===== config.mk =====
export PLATFORM = sky130hd
export DESIGN_NAME = tijm_hash
export DESIGN_NICKNAME = d
export VERILOG_FILES = /design/src/hw/rtl/tijm_pkg.sv /design/src/hw/rtl/tijm_hash.sv
export SDC_FILE = /design/constraint.sdc
export NUM_CORES = 1
export LEC_CHECK = 0
export ABC_CLOCK_PERIOD_IN_PS = 4400
export BUFFER_PORTS_ARGS = -buffer_cell sky130_fd_sc_hd__buf_2
export CORE_MARGIN = 2
export CORE_UTILIZATION = 47
export CTS_CLUSTER_SIZE = 20
export DETAILED_ROUTE_END_ITERATION = 8
export PLACE_DENSITY = 0.75
export SLEW_MARGIN = 20
export SYNTH_ARGS = -nofsm -noshare
export SYNTH_HDL_FRONTEND = slang
export SYNTH_SLANG_ARGS = --single-unit

===== constraint.sdc =====
create_clock -name i_clk -period 4.4 [get_ports i_clk]
set_clock_uncertainty 0.2 [all_clocks]
set_input_delay 0.88 -clock i_clk [delete_from_list [all_inputs] [get_ports i_clk]]
set_output_delay 0.88 -clock i_clk [all_outputs]
set_load 0.02 [all_outputs]

===== src/hw/rtl/tijm_pkg.sv =====
// ----------------------------------------------------------------------------
// tijm_pkg
// Shared types and constants of the track id match join block.
// ----------------------------------------------------------------------------
package tijm_pkg;

    localparam int KEY_W = 31;
    localparam int IDX_W = 12;
    localparam int CNT_W = 13;

    localparam logic [31:0] HASH_MULT = 32'h9E37_79B1;
    localparam logic [CNT_W-1:0] MATCH_MAX = {CNT_W{1'b1}};

    typedef enum logic [1:0] {
        CMD_CLEAR = 2'd0,
        CMD_BUILD = 2'd1,
        CMD_PROBE = 2'd2,
        CMD_NONE  = 2'd3
    } t_cmd;

    typedef enum logic [1:0] {
        ST_OK       = 2'd0,
        ST_SKIPPED  = 2'd1,
        ST_FULL     = 2'd2,
        ST_OVERFLOW = 2'd3
    } t_status;

    typedef struct packed {
        logic [1:0]         cmd;
        logic signed [31:0] track_id;
    } t_in_word;

    typedef struct packed {
        logic             matched;
        logic [IDX_W-1:0] newer_index;
        logic [IDX_W-1:0] older_index;
        logic [CNT_W-1:0] match_count;
        logic [1:0]       status;
    } t_out_word;

    // one table slot as kept in memory
    typedef struct packed {
        logic             valid;
        logic [KEY_W-1:0] key;
        logic [IDX_W-1:0] pos;
    } t_entry;

    localparam int ENTRY_W = $bits(t_entry);

endpackage


===== src/hw/rtl/tijm_hash.sv =====
// ----------------------------------------------------------------------------
// tijm_hash
// Home slot of a key: multiplicative hash, then remainder by the table
// depth through a reciprocal multiply. Start passes r_v1, r_v2 and r_done.
// ----------------------------------------------------------------------------
module tijm_hash #(
    parameter int TABLE_DEPTH = 4096
) (
    input  logic                           i_clk,
    input  logic                           i_rst_n,
    input  logic                           i_start,
    input  logic [tijm_pkg::KEY_W-1:0]     i_key,
    output logic                           o_done,
    output logic [$clog2(TABLE_DEPTH)-1:0] o_slot
);
    import tijm_pkg::*;

    localparam int AW = $clog2(TABLE_DEPTH);
    localparam int SH = 32 + AW;
    // floor(h / depth) == (h * RECIP) >> SH for every 32-bit h
    localparam logic [32:0] RECIP   = 33'(((65'(1) << SH) / 65'(TABLE_DEPTH)) + 65'(1));
    localparam logic [31:0] DEPTH_C = 32'(TABLE_DEPTH);

    logic [31:0]   r_hash;
    logic [31:0]   r_quot;
    logic [AW-1:0] r_rem;
    logic          r_v1;
    logic          r_v2;
    logic          r_done;
    logic [64:0]   prod;
    logic [31:0]   back;

    assign prod = {33'd0, r_hash} * {32'd0, RECIP};
    assign back = 32'(r_quot * DEPTH_C);

    always_ff @(posedge i_clk) begin
        if (!i_rst_n) begin
            r_v1   <= 1'b0;
            r_v2   <= 1'b0;
            r_done <= 1'b0;
        end else begin
            r_v1   <= i_start;
            r_v2   <= r_v1;
            r_done <= r_v2;
        end
    end

    always_ff @(posedge i_clk) begin
        if (i_start) begin
            r_hash <= 32'({1'b0, i_key} * HASH_MULT) ^ 32'(i_key >> 15);
        end
        if (r_v1) begin
            r_quot <= 32'(prod >> SH);
        end
        if (r_v2) begin
            r_rem <= AW'(r_hash - back);
        end
    end

    assign o_done = r_done;
    assign o_slot = r_rem;

endmodule


* Word-level counts from Yosys, hierarchy flattened
Index checks and enable logic that the tools add are counted.
** Storage, ports and cells
- Register bits :: 47
- Input bits :: 34
- Output and inout port bits :: 13
- Logic and storage cells :: 8
** Operators by class
- Add/sub/neg operators :: 1
- $mul :: 1
- Bitwise gates (word level) :: 1
** Operators by type and width (count)
- $mul 31x32->32 const B :: 1
- $xor 32x16->32 :: 1
- $sub 12x1->12 const B :: 1

* Depth between registers and ports, before layout
- Word-level depth :: 2
- Gate-level depth with buffers :: 16
- Mapped depth without buffers :: 16

* Least setup slack after synthesis
Ideal clock, no wire load.
- Kind :: in2reg
- Start :: input port i_key[1] (netlist bit)
- End :: register r_hash[11] (data pin)
- Setup time :: 260 ps
- Arrival time :: 4314 ps
- Data required time :: 3940 ps
- Setup slack :: -374 ps
- Stages on the path :: 15
- Path buffers :: 0
- Cells stage by stage :: ha_1 inv_1 fa_1 inv_1 ha_1 ha_1 inv_1 fa_1 fa_1 inv_1 fa_1 a21o_1 a21oi_1 xnor2_1 xnor2_1
** On the way
- Word-level cells in the longest chain between the ends :: 2
** Ends and longest elaborated chain
- start, declared :: RTL line tijm_hash.sv:12 : input logic [tijm_pkg::KEY_W-1:0] i_key,
- $mul 31x32->32 :: RTL line tijm_hash.sv:50 : r_hash <= 32'({1'b0, i_key} * HASH_MULT) ^ 32'(i_key >> 15);
- $xor 32x16->32 :: RTL line tijm_hash.sv:50
- end signal, assigned :: RTL line tijm_hash.sv:50
- end, declared :: RTL line tijm_hash.sv:24 : logic [31:0] r_hash;
No other way between the ends.
A chain may end at the register's enable or synchronous reset.

* Final worst setup path
- Start :: input port i_key[3] (netlist bit)
- End :: register r_hash[11] (data pin)
Same word-level chain as after synthesis.

==> run summary <==
dpl cells - 224
Internal - 703 uW
WL/cell - 12.2 um
root buffer selected by CTS - clkbuf_8
Reg power frac - 35.2%
GRT Util Overall - 14.4%
fin crit period - 4.56 ns
Skew-Pair Late Insertion Delay - 0.26 ns
synth unique cells - 12
Max Cap Viol - 0
Clk pwr share - 12.8%
Hold Buf Count CTS - 0
Area Overhead vs Synth - 30.0%
Critical Path Max Stage Delay - 0.51 ns
Cells after Synth - 125
row cnt - 22
Finished Layout Cells - 228
most common cell after layout, fill and taps aside - buf_2
Max VDD drop - 0.316 mV
die footprint - 4270 um2
largest net degree at the start of global routing - 15
antenna-violating nets left - 0
vias after detailed routing - 1,042
Sw Share - 31.8%
CTS tree - built
H-tree levels - 1
Final period util - 104%
Psw - 327 uW
Post-route DRC - 0
number of DRC markers in iteration 0 - 46
Final #Nets - 257
leading area contributor after synthesis - edfxtp_1
port bufs - 39
number of global-route vias before repair - 1,112
PwrDens - 448 nW/um2
io pins - 47
Comb power frac - 52.0%
DRT Pass-1 Iters - 4
Longest Clk Path Bufs - 2
share of layout cells above drive strength 1 - 40.6%
clk slew on worst S/H paths - 0.08 ns
Worst Path Buf+Inv - 5
first-pass GRT wire length - 4540 um
grt total ovfl - 0
cells along the critical path - buf_12, ha_4, inv_2, fa_1, inv_2, ha_4, ha_4, inv_2, fa_1, fa_1, inv_2, fa_2, a21o_1, a21oi_2, xnor2_2, xnor2_1
CTS buffer count - 3
Die Ht - 65.3 um
GPL Wtd Cong - 0.791
Critical Path AT - 4.39 ns
Max Slew Vio Count - 0
core area - 3630 um2
slowest stage cell, crit path - fa_1
Initial Util - 48.6%
Filler cells - 303
initial antenna violation count - 0
CTS sink count - 27
setup TNS - -0.163 ns
final hold viol count - 0
chip width - 65.3 um
via density per instance - 4.57
Synthesis Warnings - 0
dpl hpwl - 2300 um
Synth Register Bits - 27
failing checks - negative setup slack
critical path class - input port to flip-flop
final core occ - 63.2%
f_max - 219 MHz
static leakage - 1.06 nW
worst min path class - flip-flop to flip-flop
Setup WS post-layout - -0.163 ns
sequential area share after synthesis - 44.2%
share of the synthesized area in the top cell type - 40.8%
drt total wl - 2770 um
outcome - finished, violations left
Synth area leaders - edfxtp_1, ha_1, fa_1
CP endpoint kind - flip-flop
Setup violations, final - 1
Crit Path Max Fanout - 4
cell area after synthesis - 1770 um2
CP required - 4.22 ns
Power, Total - 1.03 mW
hold slack - 0.224 ns
sequential standard cell area - 781 um2
Crit path max-delay family - adder cells
worst-margin pin slew - 0.508 ns
most frequent cells in the layout - buf_2, ha_1, edfxtp_1
area of the multi-input gates - 1020 um2
unrepaired setup endpoints after global routing - true
Critical Path Start Type - input port
relative slew slack - 66.1%
syn_nets - 201
Worst path most repeated cell - inv_2
number of antenna diodes - 0
Avg Synthesized Cell Area - 14.1 um2
stage by stage:
| stage | setup slack, ns | cell area, um2 |
|---|---|---|
| floorplan | -0.162 | 1800 |
| global placement | -0.470 | 2140 |
| detailed placement | -0.468 | 2140 |
| CTS | -0.155 | 2220 |
| global route | -0.262 | 2300 |
| finish | -0.163 | 2300 |
synthesized netlist by cell type (all sizes together):
master  count
fa          8
a21o        2
inv        23
ha         34
xnor2      14
xor2       10
xnor3       2
edfxtp     24
dfxtp       3
a21oi       2
and2        3
per-layer routing:
metal / global-route usage [%] / vias up / routed length [um]
li1: - / 525 / -
met1: 15.3 / 481 / 1060
met2: 27.4 / 32 / 1520
met3: 1.54 / 4 / 129
met4: 7.81 / 0 / 65
met5: 0 / - / 0
what timing repair did:
item,CTS,global route
buffers inserted,0,1
resized for setup,4,17
pin swaps,6,14
endpoints found under the setup margin,2,3
registers in the layout, indices dropped and copies added (netlist names):
register / count
o_done: 1
o_slot: 12
r_hash: 12
r_v1: 1
r_v2: 1
cell families after synthesis:
kind of cell             count (synthesis)  share of synthesized area [%]
XOR/XNOR                                26                           15.3
adder cells (fa/ha/maj)                 42                           33.1
AO/OA/AOI/OAI                            4                           1.42
buffers and inverters                   23                           4.89
flip-flops                              27                           44.2
AND/OR/NAND/NOR                          3                           1.06
power by group through the flow:
stage / combinational (mW) / sequential [mW] / clock [mW]
after floorplan: 0.345 / 0.375 / 0
after global placement: 0.466 / 0.367 / 0
after detailed placement: 0.481 / 0.370 / 0
after CTS: 0.497 / 0.364 / 0.135
after global routing: 0.613 / 0.367 / 0.147
final: 0.535 / 0.363 / 0.132
final cells by class:
class / count / share of cell area, %
repair buffers: 51 / 13.4
clock buffers: 4 / 1.96
inverters: 23 / 3.76
well taps: 48 / 2.62
multi-input cells: 75 / 44.3
flip-flops and latches: 27 / 34.0
worst paths after layout:
kind / end / start / slack [ns] / depth (start not counted)
worst max-delay path: r_hash[11] / i_key[3] / -0.16 / 16
worst min-delay path: o_slot[10] / r_hash[10] / 0.22 / 0
worst max register to register: o_slot[5] / r_v2 / 3.20 / 0
worst min register to register: o_slot[10] / r_hash[10] / 0.22 / 0
(Power assumes the default switching activity.)
