`src/hw/rtl/tijm_ram.sv`:
```
// ----------------------------------------------------------------------------
// tijm_ram
// Generic simple dual port RAM, one write and one registered read port.
// ----------------------------------------------------------------------------
module tijm_ram #(
    parameter int WIDTH = 8,
    parameter int DEPTH = 16
) (
    input  logic                     i_clk,
    input  logic                     i_we,
    input  logic [$clog2(DEPTH)-1:0] i_waddr,
    input  logic [WIDTH-1:0]         i_wdata,
    input  logic                     i_re,
    input  logic [$clog2(DEPTH)-1:0] i_raddr,
    output logic [WIDTH-1:0]         o_rdata
);

    logic [WIDTH-1:0] r_mem [DEPTH];
    logic [WIDTH-1:0] r_rdata;

    always_ff @(posedge i_clk) begin
        if (i_we) begin
            r_mem[i_waddr] <= i_wdata;
        end
        if (i_re) begin
            r_rdata <= r_mem[i_raddr];
        end
    end

    assign o_rdata = r_rdata;

endmodule

```
`config.mk`:
```
export PLATFORM = sky130hd
export DESIGN_NAME = tijm_ram
export DESIGN_NICKNAME = d
export VERILOG_FILES = /design/src/hw/rtl/tijm_ram.sv
export SDC_FILE = /design/constraint.sdc
export NUM_CORES = 1
export LEC_CHECK = 0
export ABC_AREA = 1
export BUFFER_PORTS_ARGS = -buffer_cell sky130_fd_sc_hd__clkbuf_2
export CORE_MARGIN = 3
export CORE_UTILIZATION = 50
export DETAILED_ROUTE_END_ITERATION = 7
export HOLD_SLACK_MARGIN = 0.15
export PLACE_DENSITY = 0.67
export SLEW_MARGIN = 10
export SYNTH_ARGS = -nofsm -noshare
export SYNTH_HDL_FRONTEND = slang
export SYNTH_SLANG_ARGS = --single-unit
```
`constraint.sdc`:
```
create_clock -name i_clk -period 1.4 [get_ports i_clk]
set_input_delay 0.14 -clock i_clk [delete_from_list [all_inputs] [get_ports i_clk]]
set_output_delay 0.14 -clock i_clk [all_outputs]
set_load 0.02 [all_outputs]
```
**Word-level counts from Yosys, hierarchy flattened**

Memories as Yosys holds them, arrays and structs flattened. A register that Yosys moved wholly into a read port is not among the register bits.
Index checks and enable logic that the tools add are counted.

- Output and inout port bits: 8
- Bits of input ports: 19
- Flip-flop bits (word level): 0
- Memories kept: 1
- RAM bits: 128

- Multiplexer cells: 2

Memories:

| name | depth | bits a word | read ports | clocked after Yosys merged registers in | write ports | line | source |
|---|---|---|---|---|---|---|---|
| r_mem | 16 | 8 | 1 | 1 | 1 | 18 | `logic [WIDTH-1:0] r_mem [DEPTH];` |

Operator list:

| operator | count |
|---|---|
| $mux W1 | 2 |

**Depth between registers and ports, before layout**

Gate-level depths: netlist (run 1).

- Depth after elaboration: 2
- Mapped depth: 8
- Depth with buffers taken out: 7

**Worst setup path before layout (run 1)**

Ideal clock, no wire load.

- Kind: input -> register
- Start point: input port i_waddr[2]
- End point: memory r_mem[10][0] (enable)
- Slack: 309 ps
- Buffers on the path: 0
- Cell stages on the path: 2
- Data required time: 1,030 ps
- Arrival time: 721 ps
- Path through: nand3b_1 > nor2_1

RTL lines:

| element | line | source |
|---|---|---|
| from (decl) | 11 | `input logic [$clog2(DEPTH)-1:0] i_waddr,` |
| to (decl) | 18 |  |

Straight into the memory's write port.

==> flow_summary.toml, run 1 <==
[sta]
period_share_pct = 84.6
rsz0062_at_grt = "no"
setup_viol = 0
fin_crit_ns = 1.18
max_freq_mhz = 845
worst_slew_pin_slew_ns = 0.642
hold_viol = 0
relSlewSlack_pct = 57.1
slew_viol_final = 0
fin_skew_ns = 0.00622

[route]
vias = 3826
drt-wirelength-per-cell_um = 17.1
drtPass1Iterations = 5
drc = 0
drt-total-wl_um = 12800
dr.first_iter.drc_count = 362
viasPerCell = 5.10
ant_nets = 0

[finish]
layout_commonest_cell = "nand2_1"
stdcell_area_um2 = 6820
fin_nets = 616
syn_to_final_growth_pct = 16.7
finalNonFillerCells = 750
most-common-layout-cells = "173 x nand2_1, 136 x edfxtp_1, 100 x inv_1"
fin_util_pct = 61.3
drive_gt1_share_pct = 13.4
antennaDiodeCount = 0

[worst_setup_path]
r2r_slack_ns = 0.22
path_max_fanout = 1
r2r_cells = 6
start_kind = "flip-flop"
worstPathRequired_ns = 1.56
worstSetupPathType = "reg2reg"
worstSetupEndpointType = "flip-flop"
arrival_ns = 1.34
r2r-start = "r_mem[9][1]"
regToRegEndpoint = "o_rdata[1]"

[flow_run]
maxCapViolCount = 0

[logic_synthesis]
syn_nets = 570
syn_avg_cell_area_um2 = 10.6
synth_area_um2 = 5850
yosysWarnings = 0
synthDistinctLibCells = 11
synth-seq-cells = 136
syn-instance-count = 551
synth-seq-area-share_pct = 69.8

[power_and_ir_drop]
power_frac_seq_pct = 47.3
peakVddDrop_uv = 781
power.switching_w = 0.00204
switching_share_pct = 20.9
power.share.combinational_pct = 6.0
p_per_area_nw_per_um2 = 1430
total_leakage_power_nw = 2.98
internal_power_w = 0.00772
clkPwrFrac_pct = 46.7

[hold_path]
worstHoldStart = "i_re"
min_to = "o_rdata[1]"
hold_class = "in2reg"
hold_depth = 1

[placement]
portBuffers = 26
dpl.cell_count = 718
place_congestion = 0.811
post-dp-hpwl_um = 7870
dpl-instance-area_um2 = 6210

[die]
die-area_um2 = 13000
rows = 38
start_util_pct = 52.6
ios = 27
coreArea_um2 = 11100
dieHeight_um = 114
die_w_um = 114

[run_status]
status = "finished, final reports clean"

[clocking]
cts_tree = "built"
cts_root_buf = "clkbuf_16"
clkSinkCount = 136
hold_buffers = 0
clkSlewWorstSetupHoldPaths_ns = 0.06
cts_buffers = 17
htree_levels = 4
ctsLongestPathBuffers = 2
post_cts_resized = 0
cts_setup_buffers = 0
clk_latency_ns = 0.41

[grt]
grt_start_max_net_pins = 46
grtUsageTotal_pct = 20.9
grt_pass1_vias = 3667
grt_overflow = 0
antenna_found_initial = 0
grt_pass1_wl_um = 20000
[cells by family after synthesis]
logic type,Yosys count,synth area share (%)
buffers and inverters,126,9.39
AND/OR/NAND/NOR,289,20.8
flip-flops,136,69.8
[worst max-delay path by stage]
| stage | start | end | slack [ns] | cells after the start |
|---|---|---|---|---|
| final | r_mem[9][1] | o_rdata[1] | 0.22 | 6 |
| after global routing | r_mem[9][2] | o_rdata[2] | 0.16 | 6 |
| after CTS | r_mem[9][2] | o_rdata[2] | 0.24 | 6 |
| after detailed placement | i_raddr[1] | o_rdata[1] | -0.02 | 6 |
| after global placement | i_raddr[1] | o_rdata[1] | 0.04 | 6 |
| after floorplan | i_waddr[2] | r_mem[10][0] | 0.31 | 2 |
[power groups by stage]
stage / Sequential [W] / Combinational, W / Clock [W]
final: 0.00461 / 0.000585 / 0.00456
after global routing: 0.00462 / 0.000650 / 0.00482
after CTS: 0.00461 / 0.000588 / 0.00461
after detailed placement: 0.00470 / 0.000586 / 0
after global placement: 0.00470 / 0.000579 / 0
after floorplan: 0.00472 / 0.000322 / 0
[area by class of cell]
type	count	area, µm²
Sequential cell	136	4080
Inverter	102	383
Clock buffer	18	429
Multi-Input combinational cell	289	1210
Tap cell	140	175
Clock inverter	14	181
Timing Repair Buffer	51	355
Fill cell	891	4300
[worst max-delay path: stages (launching register included)]
cell      delay, ns
edfxtp_1       0.37
inv_1          0.06
nand2_1        0.04
nand3_1        0.08
nand3_1        0.13
nand3_1        0.17
nand2_1        0.08
[stage by stage]
stage | total power, W | setup WS [ns] | TNS (ns) | hold slack (ns)
3_3_place_gp | 0.00527 | 0.0395 | 0 | 0.578
5_1_grt | 0.0101 | 0.162 | 0 | 0.161
4_1_cts | 0.00981 | 0.238 | 0 | 0.151
6_report | 0.00976 | 0.216 | 0 | 0.173
2_1_floorplan | 0.00504 | 0.309 | 0 | 0.239
3_5_place_dp | 0.00528 | -0.0220 | -0.0347 | 0.586
[state kept, by name (all words and copies together) (netlist names)]
name	cells
o_rdata	8
r_mem	128
[metal layers]
| layer | part of all wire (%) | vias to the layer above | track usage, % |
|---|---|---|---|
| met5 | 0 | - | 0 |
| met4 | 2.6 | 0 | 8.47 |
| met3 | 7.6 | 25 | 4.28 |
| met2 | 47 | 146 | 32.1 |
| met1 | 43 | 1777 | 29.3 |
| li1 | - | 1878 | - |
[synth_stat cells]
cell	count	area share [%]
buf_1	1	0.064
nand3_1	97	8.3
buf_6	6	1.2
inv_1	100	6.4
buf_2	13	1.1
edfxtp_1	136	70
nor2_1	17	1.1
nand2_1	173	11
nand3b_1	2	0.26
buf_4	4	0.51
inv_2	2	0.13
No activity file was read; power rests on OpenSTA's default activity.
==> run 2: changes to the inputs <==
- clock period: 1.4 -> 1.1 ns (I/O delays scaled with it)
==> run 2 against run 1 <==
- the flow now finishes with violations (negative setup slack)
- final cell count increased by 0.67%
- sequential cell count unchanged
- die area unchanged
- critical path depth decreased by 5
- clock-buffer cell count unchanged
- clock power increased by 22%
- largest power group unchanged
==> flow_summary.toml, run 2 (synthesis results as in run 1) <==
[run_status]
status = "finished, violations left"
violations = "negative setup slack"

[hold_path]
hold_class = "in2reg"
hold_depth = 1

[power_and_ir_drop]
switching_share_pct = 21.6
total_leakage_power_nw = 3.09
internal_power_w = 0.00965
clkPwrFrac_pct = 45.3
power.share.combinational_pct = 7.0
p_per_area_nw_per_um2 = 1730
finalPower_w = 0.0123
power_frac_seq_pct = 47.8
power.switching_w = 0.00266
peakVddDrop_uv = 1080

[worst_setup_path]
path_max_fanout = 1
path_buf_inv = 1
crit_family = "flip-flops"
slowest_delay_ns = 0.43
start_kind = "flip-flop"
worstPathRequired_ns = 0.99
worstSetupEndpointType = "primary output"
cpMaxStageDelayCell = "edfxtp_1"
r2r_cells = 6
worstSetupPathType = "reg2out"
crit_chain = "buf_6"
path_depth = 1
arrival_ns = 1.01

[route]
dr.first_iter.drc_count = 335
wl_met3_um = 787
met2_length_um = 6260
vias = 3898
drt-wirelength-per-cell_um = 17.5
ant_nets = 0
top_layer_used = "met4"
wirelength_met1_um = 5970
drt-total-wl_um = 13200
viasPerCell = 5.16
drc = 0
drtPass1Iterations = 5

[sta]
fin_crit_ns = 1.12
relSlewSlack_pct = 53.6
setup_viol = 2
rsz0062_at_grt = "yes"
hold_viol = 0
tns_ns = -0.0334
fin_skew_ns = 0.00565
period_share_pct = 102
max_freq_mhz = 890
slew_viol_final = 0
fin_ws_ns = -0.0237
worst_slew_pin_slew_ns = 0.695

[placement]
post-dp-hpwl_um = 8050
dpl.cell_count = 722
portBuffers = 26
place_congestion = 0.808

[grt]
grt_pass1_vias = 3601
grtUsageTotal_pct = 20.9
grt_overflow = 0
grt_pass1_wl_um = 20100
antenna_found_initial = 0
grt_start_max_net_pins = 44

[finish]
fin_util_pct = 64.0
drive_gt1_share_pct = 22.3
most-common-layout-cells = "169 x nand2_1, 136 x edfxtp_1, 100 x inv_1"
finalNonFillerCells = 755
fin_nets = 621
layout_commonest_cell = "nand2_1"
antennaDiodeCount = 0
syn_to_final_growth_pct = 21.7
top_register = "r_mem"
largest_reg_flops = 128

[clocking]
cts_root_buf = "clkbuf_16"
clk_latency_ns = 0.42
cts_buffers = 17
ctsLongestPathBuffers = 2
htree_levels = 4
cts_setup_buffers = 0
cts_tree = "built"
clkSlewWorstSetupHoldPaths_ns = 0.06
clkSinkCount = 136

[die]
start_util_pct = 52.6
die-area_um2 = 13000
ios = 27
dieHeight_um = 114
die_w_um = 114
rows = 38
coreArea_um2 = 11100

[flow_run]
maxCapViolCount = 0
run 2: path summary, 6_finish.rpt:
check | start | slack (ns) | end
min reg2reg | r_mem[2][0] | 0.76 | o_rdata[0]
max reg2reg | r_mem[8][6] | 0.01 | o_rdata[6]
max | o_rdata[0] | -0.02 | o_rdata[0]
min | i_wdata[2] | 0.19 | r_mem[2][2]
run 2: stage by stage:
| step | hold slack [ns] | area (µm²) | worst slack (ns) |
|---|---|---|---|
| after floorplan | 0.209 | 5850 | 0.0392 |
| after global placement | 0.539 | 6250 | -0.226 |
| after detailed placement | 0.541 | 6250 | -0.266 |
| after CTS | 0.195 | 6890 | -0.0405 |
| after global routing | 0.218 | 7120 | -0.0453 |
| final | 0.194 | 7120 | -0.0237 |
run 2: routing by layer:
layer	vias up	track usage, %
li1	1885	-
met1	1867	30.5
met2	130	31.4
met3	16	5.13
met4	0	6.25
met5	-	0
run 2: worst reg2reg max path, stage by stage, from the launching register on:
cell	delay [ns]
edfxtp_1	0.39
inv_1	0.08
nand2_1	0.07
nand3_1	0.08
nand3_1	0.11
nand3_2	0.08
nand2_1	0.05
run 2: power by group through the flow:
| stage | clock network, W | logic, W | registers (W) |
|---|---|---|---|
| 3_3_place_gp | 0 | 0.000746 | 0.00598 |
| 6_report | 0.00557 | 0.000857 | 0.00588 |
| 3_5_place_dp | 0 | 0.000760 | 0.00598 |
| 2_1_floorplan | 0 | 0.000409 | 0.00600 |
| 4_1_cts | 0.00563 | 0.000780 | 0.00588 |
| 5_1_grt | 0.00589 | 0.000936 | 0.00589 |
run 2: final cells by class:
cell class / count / area (µm²)
fill: 868 / 4010
sequential: 136 / 4080
multi-input combinational: 289 / 1450
tap: 140 / 175
clock inverter: 14 / 158
clock buffer: 18 / 429
inverter: 102 / 383
timing repair buffer: 56 / 433
run 2: timing repair:
| action | in CTS | in global routing |
|---|---|---|
| gates cloned | 0 | 0 |
| hold endpoints to repair | 8 | 0 |
| gates resized for setup | 7 | 57 |
| pin swaps | 0 | 14 |
| hold buffers | 1 | 0 |
| endpoints found under the setup margin | 8 | 14 |
==> run 3: changes to the inputs <==
- ABC_CLOCK_PERIOD_IN_PS: unset -> 1100
- CORE_MARGIN: 3 -> 2
- PLACE_DENSITY: 0.67 -> 0.69
==> run 3 against run 2 <==
- the run still ends with negative setup slack left
- die area decreased by 3.5%
- sequential power about the same
- clock-buffer cell count decreased by 1
- non-clock buffer count increased by 1
- utilization increased by 0.15 points
- routed wire length increased by 2.4%
- critical path type unchanged
- largest cell class unchanged
==> flow_summary.toml, run 3 (synthesis results as in run 1) <==
[run_status]
status = "finished, violations left"
violations = "negative setup slack"

[sta]
fin_skew_ns = 0.00611
fin_ws_ns = -0.00365
rsz0062_at_grt = "yes"
fin_crit_ns = 1.10
tns_ns = -0.00630
slew_viol_final = 0
hold_viol = 0
period_share_pct = 100
setup_viol = 2
worst_slew_pin_slew_ns = 0.425
hold-worst-slack_ns = 0.197
relSlewSlack_pct = 71.6
max_freq_mhz = 906

[finish]
syn_to_final_growth_pct = 25.2
layout_commonest_cell = "nand2_1"
most-common-layout-cells = "160 x nand2_1, 136 x edfxtp_1, 98 x inv_1"
fin_nets = 622
largest_reg_flops = 128
top_register = "r_mem"
antennaDiodeCount = 0
drive_gt1_share_pct = 25.2
stdcell_area_um2 = 7320

[route]
drc = 0
viasPerCell = 5.21
drt-wirelength-per-cell_um = 17.8
drtPass1Iterations = 5
dr.first_iter.drc_count = 352
ant_nets = 0
vias = 3957
drt-total-wl_um = 13500

[worst_setup_path]
regToRegEndpoint = "o_rdata[0]"
start_kind = "flip-flop"
path_depth = 1
arrival_ns = 0.99
crit_chain = "buf_2"
slowest_delay_ns = 0.40
worstSetupStartpoint = "o_rdata[3]"
r2r-start = "r_mem[2][0]"
worstSetupEndpointType = "primary output"
crit_end = "o_rdata[3]"
path_max_fanout = 1
worstPathRequired_ns = 0.99
cpMaxStageDelayCell = "edfxtp_1"
r2r_slack_ns = -0.004
crit_family = "flip-flops"
worstSetupPathType = "reg2out"
r2r_cells = 6
path_buf_inv = 1

[grt]
grt_pass1_wl_um = 20800
grt_overflow = 0
grt_start_max_net_pins = 43
grtUsageTotal_pct = 22.2
antenna_found_initial = 0
grt_pass1_vias = 3812

[placement]
portBuffers = 26
post-dp-hpwl_um = 8200
place_ws_ns = -0.282
dpl-instance-area_um2 = 6310
place_congestion = 0.879

[clocking]
clk_latency_ns = 0.42
clkSlewWorstSetupHoldPaths_ns = 0.06
cts_buffers = 17
cts_root_buf = "clkbuf_16"
cts_tree = "built"
ctsLongestPathBuffers = 2
cts_setup_buffers = 0
htree_levels = 4
clkSinkCount = 136

[die]
die-area_um2 = 12600
rows = 39
start_util_pct = 51.2
die_w_um = 112
coreArea_um2 = 11400
dieHeight_um = 112
ios = 27

[hold_path]
hold_class = "in2reg"
hold_depth = 1

[power_and_ir_drop]
total_leakage_power_nw = 3.17
p_per_area_nw_per_um2 = 1780
peakVddDrop_uv = 1060

[flow_run]
maxCapViolCount = 0
-- run 3: final cells by class --
| class | instances | area, µm² |
|---|---|---|
| Clock buffer | 17 | 425 |
| Multi-Input combinational cell | 289 | 1540 |
| Sequential cell | 136 | 4080 |
| Clock inverter | 15 | 225 |
| Timing Repair Buffer | 57 | 483 |
| Fill cell | 841 | 4100 |
| Tap cell | 143 | 179 |
| Inverter | 102 | 387 |
-- run 3: timing repair --
item / 4_1_cts / 5_1_grt
endpoints found under the setup margin: 7 / 10
endpoints found under the hold margin: 9 / 0
pin swaps: 3 / 28
hold buffers: 2 / 0
gates resized for setup: 13 / 67
-- run 3: report_power, final --
part | internal (W) | switching [W] | total, W
clock network | 0.00403 | 0.00218 | 0.00621
logic | 0.000309 | 0.000617 | 0.000926
registers | 0.00584 | 0.0000310 | 0.00587
-- run 3: worst reg2reg max path, delay by kind of cell, from the launching register on --
kind / cells / cell delay, ns
flip-flops: 1 / 0.37
AND/OR/NAND/NOR: 6 / 0.49
-- run 3: through the flow --
step / total power [W] / util, % / instances
after floorplan: 0.00641 / - / 551
after detailed placement: 0.00677 / 55.2 / 725
final: 0.0130 / 64.1 / 759
after CTS: 0.0130 / 61.7 / 759
after global routing: 0.0134 / 64.1 / 759
after global placement: 0.00674 / 55.2 / 725
-- run 3: worst min path at each step --
stage	from	to	slack, ns
finish	i_wdata[2]	r_mem[13][2]	0.20
CTS	i_wdata[5]	r_mem[3][5]	0.19
floorplan	i_wdata[0]	r_mem[0][0]	0.21
detailed placement	i_re	o_rdata[6]	0.49
global route	i_wdata[5]	r_mem[5][5]	0.20
global placement	i_re	o_rdata[7]	0.48
-- run 3: metal layers --
layer | share of wire [%] | track usage [%] | wire (µm) | up-vias
met1 | 41 | 28.9 | 5530 | 1903
met5 | 0 | 0 | 0 | -
met2 | 52 | 36.3 | 6960 | 141
li1 | - | - | - | 1893
met4 | 1.9 | 7.56 | 255 | 0
met3 | 5.7 | 6.16 | 770 | 20
